$ cat src/hdl/porl_pkg.sv
// shared constants, types and the rank lookup of the priority-ordered request list
`default_nettype none

package porl_pkg;

  // list geometry
  localparam int NUM_IDS    = 61;
  localparam int LIST_DEPTH = 64;
  localparam int ID_W       = 6;
  localparam int RANK_W     = 2;
  localparam int LIST_AW    = $clog2(LIST_DEPTH);
  localparam int LIST_CW    = $clog2(LIST_DEPTH + 1);

  // configuration port
  localparam int CFG_IDX_W  = 8;
  localparam int CFG_DATA_W = 64;
  localparam int TBL_LO_W   = 64;
  localparam int TBL_HI_W   = 58;
  localparam int TBL_W      = TBL_LO_W + TBL_HI_W;

  localparam logic [CFG_IDX_W-1:0] CFG_PRIO_LO = 8'd0;
  localparam logic [CFG_IDX_W-1:0] CFG_PRIO_HI = 8'd1;

  localparam logic [TBL_LO_W-1:0] TBL_LO_RESET = 64'd57743956246528;
  localparam logic [TBL_HI_W-1:0] TBL_HI_RESET = 58'd281513916628992;

  // operation codes
  localparam logic OP_REQUEST = 1'b0;
  localparam logic OP_RELEASE = 1'b1;

  // one list entry as stored in the memory
  typedef struct packed {
    logic [ID_W-1:0]   id;
    logic [RANK_W-1:0] rank;
  } entry_t;

  localparam int ENTRY_W = $bits(entry_t);

  // rank of an id from the two packed tables, zero beyond the tables
  function automatic logic [RANK_W-1:0] rank_of(input logic [TBL_LO_W-1:0] lo,
                                                input logic [TBL_HI_W-1:0] hi,
                                                input logic [ID_W-1:0] id);
    logic [TBL_W-1:0] tbl;
    logic [ID_W:0]    bit_pos;
    tbl     = {hi, lo};
    bit_pos = {id, 1'b0};
    if ({1'b0, id} >= (ID_W + 1)'(NUM_IDS)) begin
      return '0;
    end
    return tbl[bit_pos +: RANK_W];
  endfunction

endpackage

`default_nettype wire

$ cat src/hdl/porl_ram.sv
// generic single-port-write, single-port-read ram with registered read data
`default_nettype none

module porl_ram #(
  parameter int WIDTH = 8,
  parameter int DEPTH = 64
) (
  input  wire logic                     clk_i,
  input  wire logic                     we_i,
  input  wire logic [$clog2(DEPTH)-1:0] waddr_i,
  input  wire logic [WIDTH-1:0]         wdata_i,
  input  wire logic [$clog2(DEPTH)-1:0] raddr_i,
  output      logic [WIDTH-1:0]         rdata_o
);

  logic [WIDTH-1:0] mem_q [DEPTH];

  // write port
  always_ff @(posedge clk_i) begin
    if (we_i) begin
      mem_q[waddr_i] <= wdata_i;
    end
  end

  // registered read port
  always_ff @(posedge clk_i) begin
    rdata_o <= mem_q[raddr_i];
  end

endmodule

`default_nettype wire

$ cat src/hdl/priority_ordered_request_list.sv
// top level of the priority-ordered request list
//
//   channel | direction | handshake              | word
//   --------+-----------+------------------------+---------------------------------
//   in      | input     | in_valid_i / in_stall_o | op_i, lamp_id_i
//   out     | output    | out_valid_o / out_stall_i | head_valid_o, head_id_o, entry_count_o
//   cfg     | input     | cfg_valid_i / cfg_ready_o | cfg_index_i, cfg_data_i
//
// An insert or removal walks the list in the entry ram, one entry per cycle through
// its single read port, from the head to the end of the list. A word that changes
// nothing (bad id, double request, request to a full list, release of an inactive id)
// skips the walk. One word is worked on at a time; the result register holds a
// stalled result while the next word is already accepted.
// Reset clears the list length and active map and reloads the tables; no ram sweep is needed.
`default_nettype none

module priority_ordered_request_list (
  input  wire logic                          clk_i,
  input  wire logic                          rst_ni,
  // input words
  input  wire logic                          in_valid_i,
  output      logic                          in_stall_o,
  input  wire logic                          op_i,
  input  wire logic [porl_pkg::ID_W-1:0]     lamp_id_i,
  // result words
  output      logic                          out_valid_o,
  input  wire logic                          out_stall_i,
  output      logic                          head_valid_o,
  output      logic [porl_pkg::ID_W-1:0]     head_id_o,
  output      logic [porl_pkg::ID_W-1:0]     entry_count_o,
  // configuration writes
  input  wire logic                          cfg_valid_i,
  output      logic                          cfg_ready_o,
  input  wire logic [porl_pkg::CFG_IDX_W-1:0]  cfg_index_i,
  input  wire logic [porl_pkg::CFG_DATA_W-1:0] cfg_data_i
);

  localparam logic [1:0] ST_IDLE = 2'd0;
  localparam logic [1:0] ST_WALK = 2'd1;
  localparam logic [1:0] ST_DONE = 2'd2;

  logic [1:0]                        state_q, state_d;
  logic [porl_pkg::LIST_CW-1:0]      k_q, k_d;
  logic [porl_pkg::LIST_CW-1:0]      len_q, len_d;
  logic                              hit_q, hit_d;
  porl_pkg::entry_t                  carry_q, carry_d;
  logic                              op_q;
  logic [porl_pkg::ID_W-1:0]         id_q;
  logic [(1 << porl_pkg::ID_W)-1:0]  active_q, active_d;
  logic [porl_pkg::ID_W-1:0]         head_q;
  logic [porl_pkg::TBL_LO_W-1:0]     tbl_lo_q;
  logic [porl_pkg::TBL_HI_W-1:0]     tbl_hi_q;
  logic                              out_valid_q, out_valid_d;
  logic                              out_head_valid_q;
  logic [porl_pkg::ID_W-1:0]         out_head_id_q;
  logic [porl_pkg::ID_W-1:0]         out_count_q;

  logic                              in_accept;
  logic                              ignore;
  logic                              out_load;
  logic                              ram_we;
  logic [porl_pkg::LIST_AW-1:0]      ram_waddr;
  porl_pkg::entry_t                  ram_wdata;
  logic [porl_pkg::LIST_AW-1:0]      ram_raddr;
  porl_pkg::entry_t                  ram_rdata;
  logic [porl_pkg::ENTRY_W-1:0]      ram_rdata_raw;

  assign in_stall_o  = (state_q != ST_IDLE);
  assign in_accept   = in_valid_i && !in_stall_o;
  assign cfg_ready_o = 1'b1;

  // a word that leaves the list untouched
  always_comb begin
    ignore = 1'b0;
    if ({1'b0, lamp_id_i} >= (porl_pkg::ID_W + 1)'(porl_pkg::NUM_IDS)) begin
      ignore = 1'b1;
    end else if (op_i == porl_pkg::OP_REQUEST) begin
      ignore = active_q[lamp_id_i] ||
               (len_q >= porl_pkg::LIST_CW'(porl_pkg::LIST_DEPTH));
    end else begin
      ignore = !active_q[lamp_id_i];
    end
  end

  assign out_load = (state_q == ST_DONE) && (!out_valid_q || !out_stall_i);

  // walk sequencer: insert shifts entries back, removal shifts them forward
  always_comb begin
    state_d   = state_q;
    k_d       = k_q;
    len_d     = len_q;
    hit_d     = hit_q;
    carry_d   = carry_q;
    active_d  = active_q;
    ram_we    = 1'b0;
    ram_waddr = k_q[porl_pkg::LIST_AW-1:0];
    ram_wdata = carry_q;
    ram_raddr = '0;
    case (state_q)
      ST_IDLE: begin
        if (in_accept) begin
          k_d          = '0;
          hit_d        = 1'b0;
          carry_d.id   = lamp_id_i;
          carry_d.rank = porl_pkg::rank_of(tbl_lo_q, tbl_hi_q, lamp_id_i);
          state_d      = ignore ? ST_DONE : ST_WALK;
        end
      end
      ST_WALK: begin
        ram_raddr = k_q[porl_pkg::LIST_AW-1:0] + porl_pkg::LIST_AW'(1);
        if (k_q == len_q) begin
          // end of list: append the carried entry or drop the length
          if (op_q == porl_pkg::OP_REQUEST) begin
            ram_we         = 1'b1;
            len_d          = len_q + porl_pkg::LIST_CW'(1);
            active_d[id_q] = 1'b1;
          end else begin
            len_d          = len_q - porl_pkg::LIST_CW'(1);
            active_d[id_q] = 1'b0;
          end
          state_d = ST_DONE;
        end else begin
          if (op_q == porl_pkg::OP_REQUEST) begin
            if (hit_q || (carry_q.rank <= ram_rdata.rank)) begin
              ram_we  = 1'b1;
              carry_d = ram_rdata;
              hit_d   = 1'b1;
            end
          end else begin
            if (hit_q) begin
              ram_we    = 1'b1;
              ram_waddr = k_q[porl_pkg::LIST_AW-1:0] - porl_pkg::LIST_AW'(1);
              ram_wdata = ram_rdata;
            end else if (ram_rdata.id == id_q) begin
              hit_d = 1'b1;
            end
          end
          k_d = k_q + porl_pkg::LIST_CW'(1);
        end
      end
      ST_DONE: begin
        if (out_load) begin
          state_d = ST_IDLE;
        end
      end
      default: begin
        state_d = ST_IDLE;
      end
    endcase
  end

  // result register
  always_comb begin
    out_valid_d = out_valid_q && out_stall_i;
    if (out_load) begin
      out_valid_d = 1'b1;
    end
  end

  // control state
  always_ff @(posedge clk_i or negedge rst_ni) begin
    if (!rst_ni) begin
      state_q     <= ST_IDLE;
      k_q         <= '0;
      len_q       <= '0;
      hit_q       <= 1'b0;
      active_q    <= '0;
      out_valid_q <= 1'b0;
      tbl_lo_q    <= porl_pkg::TBL_LO_RESET;
      tbl_hi_q    <= porl_pkg::TBL_HI_RESET;
    end else begin
      state_q     <= state_d;
      k_q         <= k_d;
      len_q       <= len_d;
      hit_q       <= hit_d;
      active_q    <= active_d;
      out_valid_q <= out_valid_d;
      if (cfg_valid_i && cfg_ready_o) begin
        if (cfg_index_i == porl_pkg::CFG_PRIO_LO) begin
          tbl_lo_q <= cfg_data_i;
        end else if (cfg_index_i == porl_pkg::CFG_PRIO_HI) begin
          tbl_hi_q <= cfg_data_i[porl_pkg::TBL_HI_W-1:0];
        end
      end
    end
  end

  // payload registers
  always_ff @(posedge clk_i) begin
    carry_q <= carry_d;
    if (in_accept) begin
      op_q <= op_i;
      id_q <= lamp_id_i;
    end
    // shadow of entry 0 for the head output
    if (ram_we && (ram_waddr == '0)) begin
      head_q <= ram_wdata.id;
    end
    if (out_load) begin
      out_head_valid_q <= (len_q != '0);
      out_head_id_q    <= (len_q != '0) ? head_q : '0;
      out_count_q      <= len_q[porl_pkg::ID_W-1:0];
    end
  end

  // entry memory
  porl_ram #(
    .WIDTH (porl_pkg::ENTRY_W),
    .DEPTH (porl_pkg::LIST_DEPTH)
  ) u_entry_ram (
    .clk_i   (clk_i),
    .we_i    (ram_we),
    .waddr_i (ram_waddr),
    .wdata_i (ram_wdata),
    .raddr_i (ram_raddr),
    .rdata_o (ram_rdata_raw)
  );

  assign ram_rdata = porl_pkg::entry_t'(ram_rdata_raw);

  assign out_valid_o   = out_valid_q;
  assign head_valid_o  = out_head_valid_q;
  assign head_id_o     = out_head_id_q;
  assign entry_count_o = out_count_q;

endmodule

`default_nettype wire

$ cat config.mk
export PLATFORM = sky130hd
export DESIGN_NAME = priority_ordered_request_list
export DESIGN_NICKNAME = d
export VERILOG_FILES = /design/src/hdl/porl_pkg.sv /design/src/hdl/porl_ram.sv /design/src/hdl/priority_ordered_request_list.sv
export SDC_FILE = /design/constraint.sdc
export NUM_CORES = 1
export LEC_CHECK = 0
export ABC_AREA = 1
export CORE_ASPECT_RATIO = 0.7
export CORE_MARGIN = 2
export CORE_UTILIZATION = 43
export DETAILED_ROUTE_END_ITERATION = 7
export DONT_BUFFER_PORTS = 1
export SYNTH_ARGS = -nofsm -noshare
export SYNTH_HDL_FRONTEND = slang
export SYNTH_SLANG_ARGS = --single-unit
export TNS_END_PERCENT = 20
$ cat constraint.sdc
create_clock -name clk_i -period 6.9 [get_ports clk_i]
set_input_delay 0 -clock clk_i [delete_from_list [all_inputs] [get_ports clk_i]]
set_output_delay 0 -clock clk_i [all_outputs]
set_load 0.01 [all_outputs]
==> results of run 1 <==
per-stage QoR:
step / utilization (%) / cell area [µm²] / std cells / total power [mW] / worst slack [ps]
2_1_floorplan: - / 32630 / 3104 / 7.288 / 2342
3_3_place_gp: 44.57 / 33490 / 3942 / 8.209 / 2861
3_5_place_dp: 44.57 / 33490 / 3942 / 8.249 / 2732
4_1_cts: 48.75 / 36630 / 4153 / 12.28 / 2701
5_1_grt: 48.75 / 36630 / 4153 / 12.74 / 2410
6_report: 48.75 / 36630 / 4153 / 12.23 / 2716
worst max path at each step:
stage                                    endpoint
2_1_floorplan                 head_q[2]$_DFFE_PP_
3_3_place_gp   u_entry_ram.mem_q[31][3]$_DFFE_PP_
3_5_place_dp   u_entry_ram.mem_q[39][1]$_DFFE_PP_
4_1_cts        u_entry_ram.mem_q[39][1]$_DFFE_PP_
5_1_grt            u_entry_ram.rdata_o[2]$_DFF_P_
6_report       u_entry_ram.mem_q[39][5]$_DFFE_PP_
logic make-up (layout without fill, tap and decap cells):
kind of cell / Yosys count / in the layout / share of synthesized area (%)
multiplexers: 6 / 6 / 0.2071
adder cells (fa/ha/maj): 10 / 10 / 0.4065
AO/OA/AOI/OAI: 709 / 709 / 12.18
flip-flops: 758 / 758 / 66.44
buffers and inverters: 338 / 398 / 4.188
XOR/XNOR: 18 / 18 / 0.5637
other: 1 / 1 / 0.01149
AND/OR/NAND/NOR: 1264 / 1264 / 16.00
synth_stat cells (2+ instances only):
master,instances,area [µm²]
dfstp_2,12,315.3
nand4_1,7,43.79
nand3_1,227,1136
nor2_2,5,31.28
buf_4,6,45.04
nor4_1,4,25.02
o2111ai_1,3,26.28
xnor2_1,4,35.03
buf_1,10,37.54
clkinv_1,5,18.77
a22oi_1,13,97.59
edfxtp_1,546,16400
clkbuf_1,112,420.4
dfrtp_1,192,4805
xor2_1,12,105.1
o22ai_1,2,12.51
nor2_1,535,2008
a21oi_2,2,17.52
nand3_2,12,120.1
inv_1,145,544.3
o211ai_1,138,1036
buf_2,54,270.3
ha_1,9,112.6
nor3_1,13,65.06
a21oi_1,39,195.2
mux2_2,6,67.56
dfxtp_1,8,160.2
nand2_1,453,1700
nand2_4,2,22.52
nand2_2,2,12.51
o21ai_0,506,2532
inv_2,5,18.77
flip-flops by register name (all words and copies together), names as in the netlist, 2 cells and up, named ones only:
name / cells
carry_q: 8
id_q: 6
tbl_lo_q: 64
k_q: 7
head_id_o: 6
state_q: 2
tbl_hi_q: 58
u_entry_ram.mem_q: 512
head_q: 6
entry_count_o: 6
len_q: 7
u_entry_ram.rdata_o: 8
what timing repair did:
action | in CTS | in global routing
resized for setup | 0 | 0
hold buffers | 75 | 0
endpoints found under the hold margin | 372 | 0
routing by layer:
| layer | up-vias | part of all wire, % | wire (µm) | GRT usage [%] |
|---|---|---|---|---|
| met2 | 1062 | 43 | 38350 | 32.25 |
| met1 | 11510 | 46 | 41120 | 35.08 |
| met4 | 2 | 2.0 | 1754 | 5.543 |
| li1 | 10820 | - | - | - |
| met3 | 135 | 9.5 | 8561 | 5.313 |
| met5 | - | 0.013 | 12 | 0 |
area by class of cell:
class,count,area (µm²)
Fill cell,6692,38510
Sequential cell,758,21680
Multi-Input combinational cell,2008,9742
Clock buffer,109,2175
Tap cell,989,1237
Timing Repair Buffer,107,1021
Inverter,155,584.3
Clock inverter,27,196.4
power groups by stage:
stage / combinational [mW] / clock (mW) / sequential (mW)
after detailed placement: 2.50 / 0 / 5.75
final: 2.58 / 3.99 / 5.66
after CTS: 2.57 / 4.05 / 5.66
after global routing: 2.84 / 4.22 / 5.68
after global placement: 2.47 / 0 / 5.74
after floorplan: 1.54 / 0 / 5.74
cell usage in the layout (no fill, tap or decap), drive strengths merged, types with 14 or more instances in the layout:
cell and instances:
dlygate4sd3 74, buf 33, nor3 14, inv 156, edfxtp 546, dfrtp 192, clkbuf 109, o21ai 508
nor2 541, clkinv 23, a21oi 41, nand2 457, nand3 239, o211ai 138
worst max-delay path: cells and delay by family, from the launching register on:
| kind | cells | cell delay [ps] |
|---|---|---|
| AO/OA/AOI/OAI | 1 | 190 |
| XOR/XNOR | 1 | 250 |
| buffers and inverters | 2 | 950 |
| flip-flops | 1 | 350 |
| AND/OR/NAND/NOR | 5 | 2050 |
==> summary.md, run 1 <==
| Metric | Value |
|---|---|
| # DRC | `0` |
| Routed WL per cell | `between 20 and 25 µm` |
| Post-synth EDFFs | `around 550` |
| Via-per-instance ratio | `~5.7` |
| Setup Skew | `26.65 ps` |
| Status | `finished clean` |
| Post-detail-place hpwl | `53,890 µm` |
| Register area share after synthesis | `between 60% and 70%` |
| Final hold violation count | `0` |
| Final nets | `between 3,000 and 4,000` |
| WHS | `37.77 ps` |
| Clock Pin Slew Worst Setup and Hold Paths | `60 ps` |
| Inserted Clock Buffers | `75` |
| Sw Share | `between 30% and 40%` |
| Final min period | `roughly 4200 ps` |
| Die area | `~0.078 mm²` |
| CP Data Required Time | `slightly above 7000 ps` |
| Pleak | `approximately 13 nW` |
| Crit. End Element | `register` |
| Total negative slack | `0 ps` |
| Mean post-synth cell area | `10.51 µm²` |
| Initial antenna violation count | `1` |
| Via count | `23,530` |
| R2R setup slack | `2720 ps` |
| Ant diodes | `0` |
| # clock sinks | `between 700 and 800` |
| Starting density of the core | `between 40% and 50%` |
| Clock power share | `roughly a third` |
| Crit path cell chain | `buf_4 > xnor2_1 > nand2_1 > nand3b_4 > nand2_2 > o22ai_4 > inv_1 > nand3_2 > nor2_1` |
| Largest net degree at the start of global routing | `about 210` |
| Share of power burned in registers | `around 46%` |
| Max-slew headroom | `between 15 and 20%` |
| Int Power | `between 8 and 9 mW` |
| Post-Route WL | `89,800 µm` |
| Crit path arrival time | `approximately 4400 ps` |
| Core Region | `roughly 0.075 mm²` |
| Yosys warns | `0` |
| CTS tree | `yes` |
| RSZ-0062 raised after global routing | `no` |
| Antenna viol nets, final | `0` |
| CTS Buffer Depth | `3` |
| # rows | `84` |
| Power share of the combinational group | `a little over a fifth` |
| Chip Width | `between 300 and 400 µm` |
| Slowest-stage cell, CP | `nor2_1` |
| RR Startpoint | `k_q[0]$_DFFE_PN0P_` |
| Total nets after synthesis | `3,198` |
| NetSw | `just under 4 mW` |
| Cells on worst reg2reg path | `9` |
| Crit path max fanout | `85` |
| Gr usage total | `22.75%` |
| CP Launch Point | `k_q[0]$_DFFE_PN0P_` |
| Crit Path Category | `register to register` |
| Die Ht | `~230 µm` |
| Part of the cycle the worst path needs | `just over 60%` |
| Share of cells above drive strength 1 | `under 10%` |
| Finish-stage setup viols | `0` |
| First-pass GRT wire length | `roughly 140,000 µm` |
| FMAX | `0.2390 GHz` |
| Fin. max-slew vios | `0` |
| Hold Path Class | `input port to async pin` |
| Post-CTS Setup Bufs | `0` |
| I/O Buffers | `0` |
| Grt ovf | `0` |
| Reg-to-reg critical path endpoint | `u_entry_ram.mem_q[39][5]$_DFFE_PP_` |
| Critical Path Max Stage Delay | `between 700 and 800 ps` |
| Asr flop ratio synth | `26.91%` |
| Post-synth design cell area | `between 0.03 and 0.04 mm²` |
| Vias in the first global route | `between 20,000 and 25,000` |
| # IOs | `100` |
| GP Congestion | `0.9027` |
| Max-capacitance violation count | `0` |
| Synthesized instance count | `~3,100` |
| CTS root buffer | `clkbuf_16` |
| Pwr Density | `~330 mW/mm²` |
| VDD IR max | `~0.23 mV` |
| Unique masters post-synth | `47` |
| DRT Pass-1 Iters | `6` |
| Top FF cell, synth | `edfxtp_1` |
| Worst-margin pin slew | `~1200 ps` |
| Startpoint Class | `register` |
| H-tree depth | `3` |
| Clk_lat worst skew | `approximately 630 ps` |
| #FFs+latches synth | `between 700 and 800` |
| Layout area overhead | `12.28%` |
| DR iter-0 viols | `roughly 3,000` |
Note: power is estimated with default switching activity, not from simulation.
==> run 2: changes to the inputs <==
--- a/config.mk
+++ b/config.mk
@@ -5,7 +5,7 @@
 export SDC_FILE = /design/constraint.sdc
 export NUM_CORES = 1
 export LEC_CHECK = 0
-export ABC_AREA = 1
+export ABC_AREA = 0
 export CORE_ASPECT_RATIO = 0.7
 export CORE_MARGIN = 2
 export CORE_UTILIZATION = 43
==> constraint.sdc (replaced) <==
create_clock -name clk_i -period 3.5 [get_ports clk_i]
set_input_delay 0 -clock clk_i [delete_from_list [all_inputs] [get_ports clk_i]]
set_output_delay 0 -clock clk_i [all_outputs]
set_load 0.01 [all_outputs]
==> run 2 against run 1 <==
  * The flow now finishes with violations (negative hold slack)
  * Power is 120% higher
  * Core utilization is 0.86 points higher
  * Register-to-register slack worse by 2600 ps
  * Via count is 14% lower
  * Sequential cell count stayed put
  * Worst setup slack worse by 2600 ps
  * Critical path depth is 1 lower
  * Critical endpoint is now u_entry_ram.mem_q[17][3]$_DFFE_PP_
  * Highest routed layer unchanged
==> summary.md, run 2 <==
| Metric | Value |
|---|---|
| # rows | `84 (unchanged)` |
| FMAX | `0.2985 GHz (+25%)` |
| Worst-margin pin slew | `1078 ps (-130.1 ps)` |
| # DRC | `0 (unchanged)` |
| Hold Path Class | `input port to async pin` |
| Vias in the first global route | `19,950 (-9.6%)` |
| Commonest non-fill, non-tap cells in the layout | `edfxtp_1 (546), dfrtp_1 (191), mux2_2 (189)` |
| CTS Buffer Depth | `3 (unchanged)` |
| Inserted Clock Buffers | `73 (-2.7%)` |
| Post-Route WL | `83,830 µm (-6.6%)` |
| Routed WL per cell | `24.86 µm (+15%)` |
| Largest area contributor in the netlist | `edfxtp_1` |
| Starting density of the core | `43.41% (about the same)` |
| Final min period | `3350 ps (-833.7 ps)` |
| NetSw | `8.602 mW (+120%)` |
| Fin. max-slew vios | `0 (unchanged)` |
| Share of power burned in registers | `43.2% (-3.1 points)` |
| WHS | `-931.4 ps (-969.1 ps)` |
| Top FF cell, synth | `edfxtp_1` |
| Top-count cell post-synth | `edfxtp_1` |
| Register area share after synthesis | `66.44% (about the same)` |
| Via-per-instance ratio | `6.002 (+5.9%)` |
| Setup Skew | `20.44 ps (-6.205 ps)` |
| Die area | `0.07813 mm² (about the same)` |
| Antenna viol nets, final | `0 (unchanged)` |
| Sw Share | `32.49% (+0.52 points)` |
| Unique masters post-synth | `71 (+51%)` |
| Crit. End Element | `register` |
| Pwr Density | `710.1 mW/mm² (+110%)` |
| Part of the cycle the worst path needs | `95.72% (+35 points)` |
| Share of cells above drive strength 1 | `22.24% (+16 points)` |
| Pleak | `13.26 nW (-0.94%)` |
| Post-synth EDFFs | `546 (unchanged)` |
| Number of flip-flops in the largest register | `512 (unchanged)` |
| Post-detail-place hpwl | `51,140 µm (-5.1%)` |
| VDD IR max | `0.5445 mV (+140%)` |
| Yosys warns | `0 (unchanged)` |
| Failing checks | `negative hold slack` |
| Crit path cell chain | `xor2_1 > nor3_2 > a21oi_1 > a2bb2oi_1 > nor4_1 > nand2_1 > buf_4 > nor2_2` |
| Max-capacitance violation count | `0 (unchanged)` |
| Slowest-stage cell, CP | `nor3_2` |
| Clk_lat worst skew | `630 ps (about the same)` |
| #FFs+latches synth | `758 (unchanged)` |
| Power share of the combinational group | `27.3% (+6.2 points)` |
| H-tree depth | `3 (unchanged)` |
| I/O Buffers | `0 (unchanged)` |
| Total negative slack | `0 ps (unchanged)` |
| DRT Pass-1 Iters | `7 (+1)` |
| Critical Path Max Stage Delay | `580 ps (-190 ps)` |
| DR iter-0 viols | `2,033 (-33%)` |
| CTS tree | `yes` |
| Synth cell count leaders | `edfxtp_1 (546), dfrtp_1 (192), mux2_2 (189)` |
| RSZ-0062 raised after global routing | `yes` |
| Grt ovf | `0 (unchanged)` |
| Crit path max fanout | `10 (-88%)` |
| Status | `finished with violations` |
| Synthesized instance count | `2,242 (-28%)` |
| Yosys top cell area share | `50.26% (about the same)` |
| Fin cells | `3,372 (-19%)` |
| Fin worst setup slack | `149.8 ps (-2566 ps)` |
| GP Congestion | `0.8736 (-3.2%)` |
| Finish-stage setup viols | `0 (unchanged)` |
| CP Data Required Time | `3770 ps (-3370 ps)` |
| Synth top area cells | `edfxtp_1 (50%), dfrtp_1 (15%), mux2_2 (6.5%)` |
| Post-synth design cell area | `0.03263 mm² (about the same)` |
| Largest regs | `u_entry_ram.mem_q x512, tbl_lo_q x64, tbl_hi_q x58` |
| Final hold violation count | `204 (+204)` |
| # clock sinks | `758 (unchanged)` |
| Layout area overhead | `14.27%` |
| Mean post-synth cell area | `14.55 µm² (+38%)` |
| Total nets after synthesis | `2,336 (-27%)` |
| Gr usage total | `21.22% (-1.5 points)` |
| Max-slew headroom | `28.13% (+8.7 points)` |
| Die Ht | `234.5 µm (about the same)` |
| Commonest non-fill, non-tap cell in the layout | `edfxtp_1` |
| Crit Path Category | `register to register` |
| # IOs | `100 (unchanged)` |
| Cts-stage hold buffer count | `73 (-2.7%)` |
| Core Region | `0.07515 mm² (unchanged)` |
| Placed insts | `3,167 (-20%)` |
| Ant diodes | `0 (unchanged)` |
| Biggest register | `u_entry_ram.mem_q` |
| Startpoint Class | `register` |
| Crit path arrival time | `3620 ps (-800 ps)` |
| Chip Width | `333.2 µm (about the same)` |
| Clock power share | `29.5% (-3.1 points)` |
| CTS root buffer | `clkbuf_16` |
| First-pass GRT wire length | `126,200 µm (-7.1%)` |
| Initial antenna violation count | `3 (+2)` |
| Asr flop ratio synth | `26.91% (unchanged)` |
| Final nets | `2,420 (-24%)` |
| Largest net degree at the start of global routing | `205 (unchanged)` |
| Int Power | `17.87 mW (+110%)` |
| Final Core Density | `49.61% (+0.86 points)` |
| Place WS | `91.02 ps (-2641 ps)` |
| Via count | `20,240 (-14%)` |
| Clock Pin Slew Worst Setup and Hold Paths | `60 ps (about the same)` |
[run 2: changes by cell type after synthesis, sizes merged, moves of 66 or more]
| cell | delta |
|---|---|
| mux2 | +183 |
| o21ai | -401 |
| o31ai | +66 |
| nand3 | -217 |
| nor2 | -436 |
| nand2 | -284 |
| mux2i | +95 |
| o22ai | +102 |
| o211ai | -121 |
| inv | -137 |
[run 2: kinds of logic after synthesis]
| kind of cell | synth area share [%] |
|---|---|
| AO/OA/AOI/OAI | 11.09 |
| XOR/XNOR | 0.7248 |
| adder cells (fa/ha/maj) | 0.4065 |
| buffers and inverters | 2.477 |
| flip-flops | 66.44 |
| multiplexers | 13.44 |
| other | 0.01149 |
| AND/OR/NAND/NOR | 5.411 |
[run 2: layout make-up]
type	instances	area, µm²
well taps	989	1237
clock buffers	91	2008
multi-input cells	1295	10260
repair buffers	185	1684
clock inverters	41	360.3
flip-flops and latches	758	21680
fillers	6252	37870
inverters	13	48.80
[run 2: worst max-delay path, delay by kind of cell (launching register included)]
family,cells,cell delay [ps]
AO/OA/AOI/OAI,2,380
XOR/XNOR,1,200
buffers and inverters,1,260
flip-flops,1,500
AND/OR/NAND/NOR,4,1670
[run 2: repair_timing]
item | in CTS | in global routing
gates resized for setup | 0 | 11
endpoints found under the hold margin | 359 | 204
setup buffers | 0 | 0
endpoints found under the setup margin | 0 | 253
[run 2: path summary, 6_finish.rpt]
path                               startpoint                                  to  slack (ps)  cells after the start
min reg2reg                          register                            register         490                      2
max reg2reg                k_q[1]$_DFFE_PN0P_  u_entry_ram.mem_q[17][3]$_DFFE_PP_         150                      8
min in group clk_i               lamp_id_i[2]                carry_q[0]$_DFFE_PP_          60                      4
min                                    rst_ni            tbl_lo_q[58]$_DFFE_PN0P_        -930                      0
max in group asynchronous              rst_ni            tbl_lo_q[31]$_DFFE_PN1P_        4010                      0
max                        k_q[1]$_DFFE_PN0P_  u_entry_ram.mem_q[17][3]$_DFFE_PP_         150                      8
[run 2: through the flow]
stage | total power, mW | instance area [µm²]
3_3_place_gp | 18.58 | 34150
3_5_place_dp | 18.69 | 34150
4_1_cts | 26.57 | 37250
2_1_floorplan | 15.99 | 32670
5_1_grt | 27.53 | 37280
6_report | 26.47 | 37280
[run 2: power by group through the flow]
stage	sequential, mW	combinational, mW	clock, mW
2_1_floorplan	11.4	4.57	0
6_report	11.4	7.23	7.81
3_5_place_dp	11.6	7.07	0
4_1_cts	11.4	7.18	7.95
3_3_place_gp	11.6	6.98	0
5_1_grt	11.5	7.76	8.29
[run 2: per-layer routing]
metal / part of all wire (%) / global-route usage (%) / up-vias
met5: 0.016 / 0 / -
met4: 2.0 / 5.317 / 2
met3: 7.6 / 4.283 / 137
met2: 44 / 30.98 / 795
met1: 47 / 32.44 / 10340
li1: - / - / 8963
